<file path="config.mk">
export PLATFORM = sky130hd
export DESIGN_NAME = pcg_jacobi_init_stream_flat
export DESIGN_NICKNAME = d
export VERILOG_FILES = /design/src/hw/rtl/pcgj_pkg.sv /design/src/hw/rtl/pcgj_in_if.sv /design/src/hw/rtl/pcgj_out_if.sv /design/src/hw/rtl/pcgj_cfg_if.sv /design/src/hw/rtl/pcg_jacobi_init_stream.sv /design/src/hw/rtl/pcgj_ctrl.sv /design/src/hw/rtl/pcgj_dp.sv /design/src/flat_wrapper.sv
export SDC_FILE = /design/constraint.sdc
export NUM_CORES = 2
export LEC_CHECK = 0
export BUFFER_PORTS_ARGS = -buffer_cell sky130_fd_sc_hd__buf_2
export CORE_ASPECT_RATIO = 1.1
export CORE_UTILIZATION = 44
export DETAILED_ROUTE_END_ITERATION = 10
export REMOVE_ABC_BUFFERS = 1
export SLEW_MARGIN = 10
export SYNTH_ARGS = -nofsm -noshare
export SYNTH_HDL_FRONTEND = slang
export SYNTH_SLANG_ARGS = --single-unit
</file>
<file path="constraint.sdc">
create_clock -name clk -period 12.4 [get_ports clk]
set_input_delay 0.62 -clock clk [delete_from_list [all_inputs] [get_ports clk]]
set_output_delay 0.62 -clock clk [all_outputs]
set_load 0.02 [all_outputs]
</file>
<file path="src/hw/rtl/pcgj_pkg.sv">
// Shared types, constants and fixed-point helpers for the Jacobi PCG init stream.
// Depends on nothing; every other file of the block uses it.
`default_nettype none

package pcgj_pkg;

  localparam int unsigned DATA_W = 32;
  localparam int unsigned ACC_W  = 64;
  localparam int unsigned LEN_W  = 13;
  localparam int unsigned FRAC_W = 16;

  typedef logic signed [DATA_W-1:0] q16_t;
  typedef logic signed [ACC_W-1:0]  acc_t;
  typedef logic [LEN_W-1:0]         len_t;

  // Multiplier operand select codes
  typedef logic [1:0] mul_sel_t;
  localparam mul_sel_t MUL_MZ = 2'd0;  // m_inv * r
  localparam mul_sel_t MUL_RZ = 2'd1;  // r * z
  localparam mul_sel_t MUL_RR = 2'd2;  // r * r

  // Controller to datapath commands
  typedef struct packed {
    logic     load_in;
    logic     mul_en;
    mul_sel_t mul_sel;
    logic     ld_z;
    logic     acc_rz;
    logic     acc_rr;
    logic     emit;
  } cmd_t;

  // Datapath to controller status
  typedef struct packed {
    logic out_free;
  } status_t;

  // Clamp a wide signed value to signed 32 bits
  function automatic q16_t sat32(input logic signed [ACC_W:0] v);
    logic signed [ACC_W:0] hi;
    logic signed [ACC_W:0] lo;
    hi = (ACC_W+1)'(signed'({1'b0, {(DATA_W-1){1'b1}}}));
    lo = -hi - (ACC_W+1)'(1);
    if (v > hi) begin
      return {1'b0, {(DATA_W-1){1'b1}}};
    end else if (v < lo) begin
      return {1'b1, {(DATA_W-1){1'b0}}};
    end
    return v[DATA_W-1:0];
  endfunction

  // Add a term to an accumulator, clamped to signed 64 bits
  function automatic acc_t sat_add64(input acc_t a, input acc_t t);
    logic signed [ACC_W:0] s;
    s = {a[ACC_W-1], a} + {t[ACC_W-1], t};
    if (s[ACC_W] != s[ACC_W-1]) begin
      return s[ACC_W] ? {1'b1, {(ACC_W-1){1'b0}}} : {1'b0, {(ACC_W-1){1'b1}}};
    end
    return s[ACC_W-1:0];
  endfunction

endpackage

`default_nettype wire

</file>
<file path="src/hw/rtl/pcgj_in_if.sv">
// Input request channel: one vector element (b, ax, m_inv) per request.
// Depends on pcgj_pkg for the field types.
`default_nettype none

interface pcgj_in_if;
  logic          valid;
  logic          ready;
  pcgj_pkg::q16_t rhs_value;
  pcgj_pkg::q16_t product_value;
  pcgj_pkg::q16_t inv_diag_value;

  modport source (output valid, output rhs_value, output product_value,
                  output inv_diag_value, input ready);
  modport sink   (input valid, input rhs_value, input product_value,
                  input inv_diag_value, output ready);
endinterface

`default_nettype wire

</file>
<file path="src/hw/rtl/pcgj_out_if.sv">
// Result request channel: r, z, last mark and the running dot products.
// Depends on pcgj_pkg for the field types.
`default_nettype none

interface pcgj_out_if;
  logic                      valid;
  logic                      ready;
  pcgj_pkg::q16_t            residual;
  pcgj_pkg::q16_t            precond_residual;
  logic                      last;
  pcgj_pkg::acc_t            rz_sum;
  logic [pcgj_pkg::ACC_W-2:0] rr_sum;

  modport source (output valid, output residual, output precond_residual,
                  output last, output rz_sum, output rr_sum, input ready);
  modport sink   (input valid, input residual, input precond_residual,
                  input last, input rz_sum, input rr_sum, output ready);
endinterface

`default_nettype wire

</file>
<file path="src/hw/rtl/pcgj_cfg_if.sv">
// Configuration write channel carrying the vector length register.
// Depends on pcgj_pkg for the length type.
`default_nettype none

interface pcgj_cfg_if;
  logic           valid;
  logic           ready;
  pcgj_pkg::len_t vector_length;

  modport source (output valid, output vector_length, input ready);
  modport sink   (input valid, input vector_length, output ready);
endinterface

`default_nettype wire

</file>
<file path="src/hw/rtl/pcg_jacobi_init_stream.sv">
// Top level of the Jacobi PCG init stream: controller plus datapath.
// Depends on pcgj_pkg, pcgj_in_if, pcgj_out_if, pcgj_cfg_if, pcgj_ctrl, pcgj_dp.
//
//   channel   dir  payload                                         handshake
//   in_req    in   rhs_value, product_value, inv_diag_value        valid/ready
//   out_rsp   out  residual, precond_residual, last, rz_sum, rr_sum valid/ready
//   cfg_wr    in   vector_length                                   valid/ready
//
// Each request steps from acceptance through MZ, SATZ, MRZ, ACCZ, ACCR and
// EMIT: one 32x32 multiplier is shared in turn for m_inv*r, r*z and r*r, with
// a register after each product. The block takes no new request until the last
// one has entered the output register; the idle state that follows accepts the
// next request while that result may still wait.
// Reset (rst_n low, synchronous) clears the counter and sums and sets the
// length to 1. A stalled out_rsp holds the sequencer in its emit step.
`default_nettype none

module pcg_jacobi_init_stream #(
  parameter int unsigned MAX_LENGTH = 4096
) (
  input  wire logic  clk,
  input  wire logic  rst_n,
  pcgj_in_if.sink    in_req,
  pcgj_out_if.source out_rsp,
  pcgj_cfg_if.sink   cfg_wr
);

  pcgj_pkg::cmd_t    cmd;
  pcgj_pkg::status_t stat;

  // Configuration writes are taken at any time
  assign cfg_wr.ready = 1'b1;

  pcgj_ctrl u_ctrl (
    .clk      (clk),
    .rst_n    (rst_n),
    .in_valid (in_req.valid),
    .in_ready (in_req.ready),
    .stat     (stat),
    .cmd      (cmd)
  );

  pcgj_dp #(
    .MAX_LENGTH (MAX_LENGTH)
  ) u_dp (
    .clk            (clk),
    .rst_n          (rst_n),
    .cmd            (cmd),
    .stat           (stat),
    .rhs_value      (in_req.rhs_value),
    .product_value  (in_req.product_value),
    .inv_diag_value (in_req.inv_diag_value),
    .cfg_valid      (cfg_wr.valid),
    .cfg_length     (cfg_wr.vector_length),
    .out_valid      (out_rsp.valid),
    .out_ready      (out_rsp.ready),
    .out_residual   (out_rsp.residual),
    .out_precond    (out_rsp.precond_residual),
    .out_last       (out_rsp.last),
    .out_rz_sum     (out_rsp.rz_sum),
    .out_rr_sum     (out_rsp.rr_sum)
  );

endmodule

`default_nettype wire

</file>
<file path="src/hw/rtl/pcgj_ctrl.sv">
// Sequencer for the PCG init stream: steps one element through the shared multiplier.
// Depends on pcgj_pkg for the command and status structs.
`default_nettype none

module pcgj_ctrl (
  input  wire logic              clk,
  input  wire logic              rst_n,
  input  wire logic              in_valid,
  output logic                   in_ready,
  input  wire pcgj_pkg::status_t stat,
  output pcgj_pkg::cmd_t         cmd
);

  localparam logic [2:0] ST_IDLE = 3'd0;
  localparam logic [2:0] ST_MZ   = 3'd1;
  localparam logic [2:0] ST_SATZ = 3'd2;
  localparam logic [2:0] ST_MRZ  = 3'd3;
  localparam logic [2:0] ST_ACCZ = 3'd4;
  localparam logic [2:0] ST_ACCR = 3'd5;
  localparam logic [2:0] ST_EMIT = 3'd6;

  logic [2:0] state_r;
  logic [2:0] state_nxt;

  assign in_ready = (state_r == ST_IDLE);

  // Decode state into datapath commands and next state
  always_comb begin
    cmd       = '0;
    cmd.mul_sel = pcgj_pkg::MUL_MZ;
    state_nxt = state_r;
    case (state_r)
      ST_IDLE: begin
        if (in_valid) begin
          cmd.load_in = 1'b1;
          state_nxt   = ST_MZ;
        end
      end
      ST_MZ: begin
        cmd.mul_en  = 1'b1;
        cmd.mul_sel = pcgj_pkg::MUL_MZ;
        state_nxt   = ST_SATZ;
      end
      ST_SATZ: begin
        cmd.ld_z  = 1'b1;
        state_nxt = ST_MRZ;
      end
      ST_MRZ: begin
        cmd.mul_en  = 1'b1;
        cmd.mul_sel = pcgj_pkg::MUL_RZ;
        state_nxt   = ST_ACCZ;
      end
      ST_ACCZ: begin
        cmd.acc_rz  = 1'b1;
        cmd.mul_en  = 1'b1;
        cmd.mul_sel = pcgj_pkg::MUL_RR;
        state_nxt   = ST_ACCR;
      end
      ST_ACCR: begin
        cmd.acc_rr = 1'b1;
        state_nxt  = ST_EMIT;
      end
      ST_EMIT: begin
        if (stat.out_free) begin
          cmd.emit  = 1'b1;
          state_nxt = ST_IDLE;
        end
      end
      default: begin
        state_nxt = ST_IDLE;
      end
    endcase
  end

  // Advance state
  always_ff @(posedge clk) begin
    if (!rst_n) begin
      state_r <= ST_IDLE;
    end else begin
      state_r <= state_nxt;
    end
  end

endmodule

`default_nettype wire

</file>
<file path="src/hw/rtl/pcgj_dp.sv">
// Datapath for the PCG init stream: residual, shared multiplier, accumulators,
// element counter, length register and output register. Depends on pcgj_pkg.
`default_nettype none

module pcgj_dp #(
  parameter int unsigned MAX_LENGTH = 4096
) (
  input  wire logic                  clk,
  input  wire logic                  rst_n,
  input  wire pcgj_pkg::cmd_t        cmd,
  output pcgj_pkg::status_t          stat,
  input  wire pcgj_pkg::q16_t        rhs_value,
  input  wire pcgj_pkg::q16_t        product_value,
  input  wire pcgj_pkg::q16_t        inv_diag_value,
  input  wire logic                  cfg_valid,
  input  wire pcgj_pkg::len_t        cfg_length,
  output logic                       out_valid,
  input  wire logic                  out_ready,
  output pcgj_pkg::q16_t             out_residual,
  output pcgj_pkg::q16_t             out_precond,
  output logic                       out_last,
  output pcgj_pkg::acc_t             out_rz_sum,
  output logic [pcgj_pkg::ACC_W-2:0] out_rr_sum
);

  localparam int unsigned CW = ($clog2(MAX_LENGTH + 1) > 1) ? $clog2(MAX_LENGTH + 1) : 1;
  localparam int unsigned LW = (CW > pcgj_pkg::LEN_W) ? CW + 1 : pcgj_pkg::LEN_W + 1;

  pcgj_pkg::q16_t minv_r;
  pcgj_pkg::q16_t r_r;
  pcgj_pkg::q16_t z_r;
  pcgj_pkg::acc_t prod_r;
  pcgj_pkg::acc_t rz_acc_r;
  pcgj_pkg::acc_t rr_acc_r;
  pcgj_pkg::len_t len_r;
  logic [CW-1:0]  count_r;
  logic           out_valid_r;
  pcgj_pkg::q16_t out_r_r;
  pcgj_pkg::q16_t out_z_r;
  logic           out_last_r;
  pcgj_pkg::acc_t out_rz_r;
  logic [pcgj_pkg::ACC_W-2:0] out_rr_r;

  pcgj_pkg::q16_t mul_a;
  pcgj_pkg::q16_t mul_b;
  pcgj_pkg::acc_t prod_nxt;
  pcgj_pkg::acc_t term;
  logic signed [pcgj_pkg::ACC_W:0] diff;
  logic [LW-1:0]  len_eff;
  logic [LW-1:0]  len_ext;
  logic [LW-1:0]  count_inc;
  logic           is_last;

  // Residual from the incoming request, exact then clamped
  assign diff = (pcgj_pkg::ACC_W+1)'(rhs_value) - (pcgj_pkg::ACC_W+1)'(product_value);

  // Select multiplier operands
  always_comb begin
    case (cmd.mul_sel)
      pcgj_pkg::MUL_MZ: begin
        mul_a = minv_r;
        mul_b = r_r;
      end
      pcgj_pkg::MUL_RZ: begin
        mul_a = r_r;
        mul_b = z_r;
      end
      pcgj_pkg::MUL_RR: begin
        mul_a = r_r;
        mul_b = r_r;
      end
      default: begin
        mul_a = r_r;
        mul_b = r_r;
      end
    endcase
  end

  assign prod_nxt = mul_a * mul_b;
  assign term     = prod_r >>> pcgj_pkg::FRAC_W;

  // Effective length: zero acts as one, clamp to the maximum
  assign len_ext = LW'(len_r);
  always_comb begin
    if (len_r == '0) begin
      len_eff = LW'(1);
    end else if (len_ext > LW'(MAX_LENGTH)) begin
      len_eff = LW'(MAX_LENGTH);
    end else begin
      len_eff = len_ext;
    end
  end
  assign count_inc = LW'(count_r) + LW'(1);
  assign is_last   = (count_inc >= len_eff);

  // Operand and intermediate registers
  always_ff @(posedge clk) begin
    if (cmd.load_in) begin
      minv_r <= inv_diag_value;
      r_r    <= pcgj_pkg::sat32(diff);
    end
    if (cmd.mul_en) begin
      prod_r <= prod_nxt;
    end
    if (cmd.ld_z) begin
      z_r <= pcgj_pkg::sat32((pcgj_pkg::ACC_W+1)'(term));
    end
  end

  // Accumulators, element counter and length register
  always_ff @(posedge clk) begin
    if (!rst_n) begin
      rz_acc_r <= '0;
      rr_acc_r <= '0;
      count_r  <= '0;
      len_r    <= pcgj_pkg::LEN_W'(1);
    end else begin
      if (cfg_valid) begin
        len_r <= cfg_length;
      end
      if (cmd.acc_rz) begin
        rz_acc_r <= pcgj_pkg::sat_add64(rz_acc_r, term);
      end
      if (cmd.acc_rr) begin
        rr_acc_r <= pcgj_pkg::sat_add64(rr_acc_r, term);
      end
      if (cmd.emit) begin
        if (is_last) begin
          rz_acc_r <= '0;
          rr_acc_r <= '0;
          count_r  <= '0;
        end else begin
          count_r <= count_inc[CW-1:0];
        end
      end
    end
  end

  // Output register: hold until taken
  always_ff @(posedge clk) begin
    if (!rst_n) begin
      out_valid_r <= 1'b0;
    end else if (cmd.emit) begin
      out_valid_r <= 1'b1;
    end else if (out_ready) begin
      out_valid_r <= 1'b0;
    end
  end

  always_ff @(posedge clk) begin
    if (cmd.emit) begin
      out_r_r    <= r_r;
      out_z_r    <= z_r;
      out_last_r <= is_last;
      out_rz_r   <= rz_acc_r;
      out_rr_r   <= rr_acc_r[pcgj_pkg::ACC_W-2:0];
    end
  end

  assign stat.out_free = !out_valid_r || out_ready;
  assign out_valid     = out_valid_r;
  assign out_residual  = out_r_r;
  assign out_precond   = out_z_r;
  assign out_last      = out_last_r;
  assign out_rz_sum    = out_rz_r;
  assign out_rr_sum    = out_rr_r;

  // r.r accumulator never goes negative
  a_rr_nonneg: assert property (@(posedge clk) disable iff (!rst_n)
    !rr_acc_r[pcgj_pkg::ACC_W-1])
    else $error("rr accumulator went negative");

  // a last result clears the vector state
  a_last_clears: assert property (@(posedge clk) disable iff (!rst_n)
    (cmd.emit && is_last) |=> (count_r == '0 && rz_acc_r == '0 && rr_acc_r == '0))
    else $error("vector state not cleared after last element");

  // emit only into a free output slot, and it shows next cycle
  a_emit_free: assert property (@(posedge clk) disable iff (!rst_n)
    cmd.emit |-> (stat.out_free ##1 out_valid_r))
    else $error("result emitted into an occupied output register");

  // counter stays below the maximum length
  a_count_range: assert property (@(posedge clk) disable iff (!rst_n)
    LW'(count_r) < LW'(MAX_LENGTH))
    else $error("element counter out of range");

endmodule

`default_nettype wire
</file>
<file path="src/flat_wrapper.sv">
// flat-port wrapper written by rule: the top's interface ports become plain ports
module pcg_jacobi_init_stream_flat 
#(
  parameter int unsigned MAX_LENGTH = 4096
)
  (clk, rst_n, in_req_valid, in_req_rhs_value, in_req_product_value, in_req_inv_diag_value, in_req_ready, out_rsp_valid, out_rsp_residual, out_rsp_precond_residual, out_rsp_last, out_rsp_rz_sum, out_rsp_rr_sum, out_rsp_ready, cfg_wr_valid, cfg_wr_vector_length, cfg_wr_ready);
  pcgj_in_if in_req_i ();
  pcgj_out_if out_rsp_i ();
  pcgj_cfg_if cfg_wr_i ();
  input  wire logic clk;
  input  wire logic rst_n;
  input wire logic [$bits(in_req_i.valid)-1:0] in_req_valid;
  input wire logic [$bits(in_req_i.rhs_value)-1:0] in_req_rhs_value;
  input wire logic [$bits(in_req_i.product_value)-1:0] in_req_product_value;
  input wire logic [$bits(in_req_i.inv_diag_value)-1:0] in_req_inv_diag_value;
  output wire logic [$bits(in_req_i.ready)-1:0] in_req_ready;
  output wire logic [$bits(out_rsp_i.valid)-1:0] out_rsp_valid;
  output wire logic [$bits(out_rsp_i.residual)-1:0] out_rsp_residual;
  output wire logic [$bits(out_rsp_i.precond_residual)-1:0] out_rsp_precond_residual;
  output wire logic [$bits(out_rsp_i.last)-1:0] out_rsp_last;
  output wire logic [$bits(out_rsp_i.rz_sum)-1:0] out_rsp_rz_sum;
  output wire logic [$bits(out_rsp_i.rr_sum)-1:0] out_rsp_rr_sum;
  input wire logic [$bits(out_rsp_i.ready)-1:0] out_rsp_ready;
  input wire logic [$bits(cfg_wr_i.valid)-1:0] cfg_wr_valid;
  input wire logic [$bits(cfg_wr_i.vector_length)-1:0] cfg_wr_vector_length;
  output wire logic [$bits(cfg_wr_i.ready)-1:0] cfg_wr_ready;
  assign in_req_i.valid = in_req_valid;
  assign in_req_i.rhs_value = in_req_rhs_value;
  assign in_req_i.product_value = in_req_product_value;
  assign in_req_i.inv_diag_value = in_req_inv_diag_value;
  assign in_req_ready = in_req_i.ready;
  assign out_rsp_valid = out_rsp_i.valid;
  assign out_rsp_residual = out_rsp_i.residual;
  assign out_rsp_precond_residual = out_rsp_i.precond_residual;
  assign out_rsp_last = out_rsp_i.last;
  assign out_rsp_rz_sum = out_rsp_i.rz_sum;
  assign out_rsp_rr_sum = out_rsp_i.rr_sum;
  assign out_rsp_i.ready = out_rsp_ready;
  assign cfg_wr_i.valid = cfg_wr_valid;
  assign cfg_wr_i.vector_length = cfg_wr_vector_length;
  assign cfg_wr_ready = cfg_wr_i.ready;
  pcg_jacobi_init_stream #(.MAX_LENGTH(MAX_LENGTH)) u_core (.clk(clk), .rst_n(rst_n), .in_req(in_req_i), .out_rsp(out_rsp_i), .cfg_wr(cfg_wr_i));
endmodule
</file>
Word level (Yosys, flattened, before mapping)
Cells that the tools add are included.
{ "word_totals": {"register_bits": 510, "in_bits": 114, "out_inout_bits": 195, "elab_cells": 92} }
{ "op_classes": {"add_sub_neg": 4, "n_mul": 1, "n_lt_le_gt_ge": 6, "eq_ne": 11, "n_mux": 48, "n_reduce_logical": 7} }
{ "op_table": {"columns": ["op", "n"], "rows": [
  ["$mux W64", 12],
  ["$mux W32", 8],
  ["$add A64 B48 Y65", 2],
  ["$gt A65 B32 Y1 const B", 1],
  ["$lt A65 B32 Y1 const B", 1],
  ["$mul A32 B32 Y64", 1],
  ["$gt A48 B32 Y1 const B", 1],
  ["$lt A48 B32 Y1 const B", 1],
  ["$mux W13", 3],
  ["$sub A32 B32 Y33", 1],
  ["$mux W1", 21],
  ["$pmux W3 S7", 1],
  ["$add A13 B1 Y14 const B", 1],
  ["$ge A14 B14 Y1", 1],
  ["$gt A13 B13 Y1 const B", 1],
  ["$logic_not A13 Y1", 1],
  ["$eq A3 B3 Y1 const B", 3],
  ["$pmux W3 S3", 1],
  ["$eq A3 B2 Y1 const B", 2],
  ["$mux W3", 2],
  ["$eq A3 B1 Y1 const B", 1],
  ["$logic_not A3 Y1", 1],
  ["$eq A2 B1 Y1 const B", 1],
  ["$logic_not A2 Y1", 1],
  ["other kinds (7)", 8]
]} }

Depth between registers and ports, before layout
{ "depth": {"word_depth": 9, "mapped_depth": 37, "mapped_depth_nobuf": 33} }

Modules after synthesis
Synthesis repeated with hierarchy kept, for this count alone.
{ "unflattened": {"hier_cells": 6355, "area_unflattened_um2": 61381.4} }
{ "modules_own_cells": {"columns": ["module", "instances", "cells_per_inst", "area_each_um2"], "rows": [
  ["pcgj_dp", 1, 6328, 61183.7],
  ["pcgj_ctrl", 1, 25, 186.4],
  ["pcg_jacobi_init_stream", 1, 2, 11.3]
]} }

Least setup slack after synthesis
OpenSTA, ideal clock, no wires.
{ "synth_timing": {"kind": "reg-to-reg", "start": "register u_core.u_ctrl.state_r[0]", "end": "register u_core.u_dp.prod_r[60], data pin", "setup_time_ns": 0.259, "arrival_time_ns": 9.454, "setup_slack_ns": 2.688, "path_stages_with_launch": 33, "path_buffers": 4, "path_cell_list": "dfxtp_1 buf_2 nor2_1 and2_1 clkbuf_1 nor2_1 clkbuf_1 mux2i_1 clkbuf_1 nor2_1 fa_1 fa_1 fa_1 fa_1 inv_1 fa_1 inv_1 fa_1 inv_1 fa_1 inv_1 fa_1 ha_1 a21o_1 a21o_1 a21oi_1 nand2_1 a2111oi_1 nor4_1 nor3_1 o21bai_1 a21o_1 xor2_1"} }
{ "synth_between": {"elab_chain_cells": 5} }
{ "synth_lines": {"columns": ["item", "line_no", "source"], "rows": [
  ["from (decl)", "pcgj_ctrl.sv:22", "logic [2:0] state_r;"],
  ["from (signal assigned)", "pcgj_ctrl.sv:80", "state_r <= state_nxt;"],
  ["$eq A3 B3 Y1 (tied with other cells)", "pcgj_ctrl.sv:32", "case (state_r)"],
  ["$pmux W3 S3 *", "pcgj_ctrl.sv:32", null],
  ["$eq A2 B1 Y1 or $logic_not A2 Y1 (tied branches)", "pcgj_dp.sv:59", "case (cmd.mul_sel)"],
  ["$mux W32", "pcgj_dp.sv:59", null],
  ["$mul A32 B32 Y64 *", "pcgj_dp.sv:79", "assign prod_nxt = mul_a * mul_b;"],
  ["via u_core.u_dp.prod_nxt[60]", "pcgj_dp.sv:46", "pcgj_pkg::acc_t prod_nxt;"],
  ["to (signal assigned)", "pcgj_dp.sv:103", "prod_r <= prod_nxt;"],
  ["to (decl)", "pcgj_dp.sv:32", "pcgj_pkg::acc_t prod_r;"]
]} }
The timed path passes the listed nets; every way through them passes the cells marked *.
A chain may end at the register's enable or synchronous reset.

Worst setup path in the final report
{ "layout_timing": {"start": "register u_core.u_ctrl.state_r[2]", "end": "register u_core.u_dp.prod_r[60], data pin"} }
The elaborated chain is that of the path after synthesis.

==> summary.md <==
| Metric | Value |
|---|---|
| Run status | complete, no violations |
| Root Buffer Master | sky130_fd_sc_hd__clkbuf_16 |
| Most Frequent Cell on Critical Path | sky130_fd_sc_hd__fa_1 |
| GRT Total Usage | 29.6% |
| Count of pins over their slew limit | 0 |
| Kind of end point of the critical path | flop |
| Antenna violation net count after detailed routing | 0 |
| Highest-delay cell along the critical path | sky130_fd_sc_hd__mux2i_4 |
| Clock period minus worst slack | 11.40 ns |
| Number of distinct library cells after synthesis | 105 |
| Fraction of final layout cells sized beyond drive strength 1 | 9.39% |
| RR Startpoint | u_core.u_ctrl.state_r[2]$_SDFFE_PN0P_ |
| Rel. slew slack | 19.3% |
| Overall via count from detail_route | 47900 |
| Cell Rows | 143 |
| Yosys warning total | 0 |
| Global route overflow | 0 |
| Total die area | 142000 µm² |
| Routed wire length | 207000 µm |
| Latest clock arrival within the worst-skew pair | 0.71 ns |
| Worst clock skew | 0.0627 ns |
| Largest fanout on the critical path | 58 |
| Final layout net count | 8207 |
| Most frequent cells after synthesis | sky130_fd_sc_hd__inv_1, sky130_fd_sc_hd__fa_1, sky130_fd_sc_hd__nand2_1, sky130_fd_sc_hd__nor2_1, sky130_fd_sc_hd__ha_1 |
| Die outline height | 394 µm |
| Proportion of netlist area held by the largest area contributor | 35.2% |
| Final Hold Viols | 0 |
| # clock sinks | 494 |
| Leading cell type by number of instances after synthesis | sky130_fd_sc_hd__inv_1 |
| Gate Count Post-Synth | 6467 |
| Fill cell total of the finished layout | 13100 |
| Top-Level Pins | 309 |
| Synthesized area | 61600 µm² |
| Worst stage delay on the critical path | 0.99 ns |
| Post-cts gate resize count | 0 |
| Longest Clk Path Bufs | 3 |
| Antenna violations before repair | 12 |
| Most area-consuming cells after synthesis | sky130_fd_sc_hd__fa_1, sky130_fd_sc_hd__edfxtp_1, sky130_fd_sc_hd__ha_1 |
| Horizontal die dimension | 359 µm |
| Critical path data arrival time | 11.80 ns |
| Vias in the first global route | 49800 |
| Worst hold start | in_req_inv_diag_value[30] |
| Setup repair bufs after CTS | 0 |
| Core ar. | 138000 µm² |
| RSZ-0062 raised after global routing | no |
| Required time reported for the critical path endpoint | 12.80 ns |
| Clock tree from TritonCTS | built |
| Period utilisation layout | 91.9% |
| Initial drt markers | 4036 |
| CTS H-tree depth | 2 |
| Vias per std cell | 5.62 |
| Sum of net half-perimeters after detailed placement | 165000 µm |
| Worst Setup SP | u_core.u_ctrl.state_r[2]$_SDFFE_PN0P_ |
| Syn_area_per_cell | 9.53 µm² |
| Effective utilization at floorplan | 44.5% |
| Setup violations, final | 0 |
| Max-capacitance violation count | 0 |
| Maximum number of pins on one net before global-route repair | 89 |
| Number of register bits inferred by synthesis | 494 |
| Post-layout utilization of the core | 48.6% |
| Worst-margin pin slew | 1.21 ns |
| Type of origin of the critical path | flop |
| Maximum frequency from static timing analysis | 87.7 MHz |
| Total negative setup slack | 0 ns |
| Sequential fraction of the synthesis area | 21.5% |
| Inserted Clock Buffers | 57 |
| Total of buffers placed on input and output ports | 307 |
| DRC Markers | 0 |
| Routability congestion estimate from global placement | 0.986 |
| Clock transition at the registers of the reported paths | 0.06 ns |
| Synth-to-Final Area Change | 9.12% |
| CTS hold repair buffers | 0 |
| Top cell type by total area after synthesis | sky130_fd_sc_hd__fa_1 |
| Path type of the worst min-delay path | input pin to flop |
| Minimum hold slack | 0.104 ns |
| Critical path start-end classification | flop to flop |
| Proportion of register bits with asynchronous set or reset after synthesis | 0% |
| Number of enable-type register cells in the synthesized netlist | 336 |
| Post-DR wirelength/cell | 24.3 µm |
| Ys flop type | sky130_fd_sc_hd__edfxtp_1 |
| Wire length of the first global-routing pass | 312000 µm |
| Number of detailed-route iterations in the first pass | 6 |
logic make-up after synthesis:
kind of cell               count (synthesis)  share of synthesized area [%]
AOI/OAI and AO/OA                        971                           10.0
adders and majority gates               1448                           42.6
muxes                                    110                           1.86
and+or+nand+nor                         1850                           12.4
DFF                                      494                           21.5
other                                      1                        0.00609
xor gates and xnor gates                 211                           3.00
buffers and inverters                   1382                           8.57
worst max-delay path, delay by kind of cell, from the launching register on:
family | cells | cell delay [ns]
DFF | 1 | 0.78
buffers and inverters | 5 | 0.96
and+or+nand+nor | 6 | 1.68
muxes | 1 | 0.99
adders and majority gates | 9 | 4.46
AOI/OAI and AO/OA | 7 | 1.94
xor gates and xnor gates | 1 | 0.13
per-stage QoR:
stage	cell area [µm²]	cells	setup WS, ns
global route	67200	8515	0.583
global placement	65300	8408	1.29
detailed placement	65300	8408	1.20
floorplan	60500	6189	-1.57
finish	67200	8521	1.00
CTS	67200	8514	1.13
final timing paths:
kind / slack (ns) / to / cells after the start
setup / recovery: 1.00 / u_core.u_dp.prod_r[60]$_DFFE_PP_ / 29
setup reg to reg: 1.00 / u_core.u_dp.prod_r[60]$_DFFE_PP_ / 29
hold reg to reg: 0.42 / u_core.u_dp.out_rr_sum[36]$_DFFE_PP_ / 0
hold / removal: 0.10 / u_core.u_dp.minv_r[30]$_DFFE_PP_ / 1
registers in the layout (all words and copies together) (netlist names), 32 cells and up:
name / cells
u_core.u_dp.prod_r: 48
u_core.u_dp.out_residual: 32
u_core.u_dp.z_r: 32
u_core.u_dp.rr_acc_r: 64
u_core.u_dp.out_precond: 32
u_core.u_dp.out_rz_sum: 64
u_core.u_dp.minv_r: 32
u_core.u_dp.out_rr_sum: 63
u_core.u_dp.rz_acc_r: 64
u_core.u_dp.r_r: 32
metal layers:
layer / global-route usage (%) / wire, µm / up-vias / share of wire, %
met2: 46.3 / 92200 / 2403 / 45
met3: 7.19 / 20500 / 497 / 9.9
met5: 0 / 74 / - / 0.036
met1: 38.7 / 83100 / 24000 / 40
met4: 13.5 / 11300 / 10 / 5.5
li1: - / - / 21000 / -
cell usage in the layout (no fill, tap or decap), drive strengths merged, types with 47 or more instances in the layout:
cell	n
a21oi	291
nor2	737
nand2	809
xnor2	133
o21a	47
dfxtp	158
a21o	107
mux2i	79
buf	407
xor2	78
fa	1084
clkbuf	67
inv	1113
nand3	58
o21ai	223
o22ai	49
a31oi	48
edfxtp	336
ha	354
final cells by class:
type / count / area, µm² / area share (%)
clock inverters: 39 / 433 / 0.644
repair buffers: 407 / 2290 / 3.40
well taps: 1812 / 2270 / 3.37
flip-flops and latches: 494 / 13300 / 19.7
clock buffers: 67 / 1490 / 2.22
diodes: 7 / 17.5 / 0.0261
inverters: 1104 / 4150 / 6.17
multi-input cells: 4591 / 43300 / 64.4
Power is left out: the tool's default activity adds up to more than one toggle a clock period on the data nets, which glitch-free logic cannot reach.
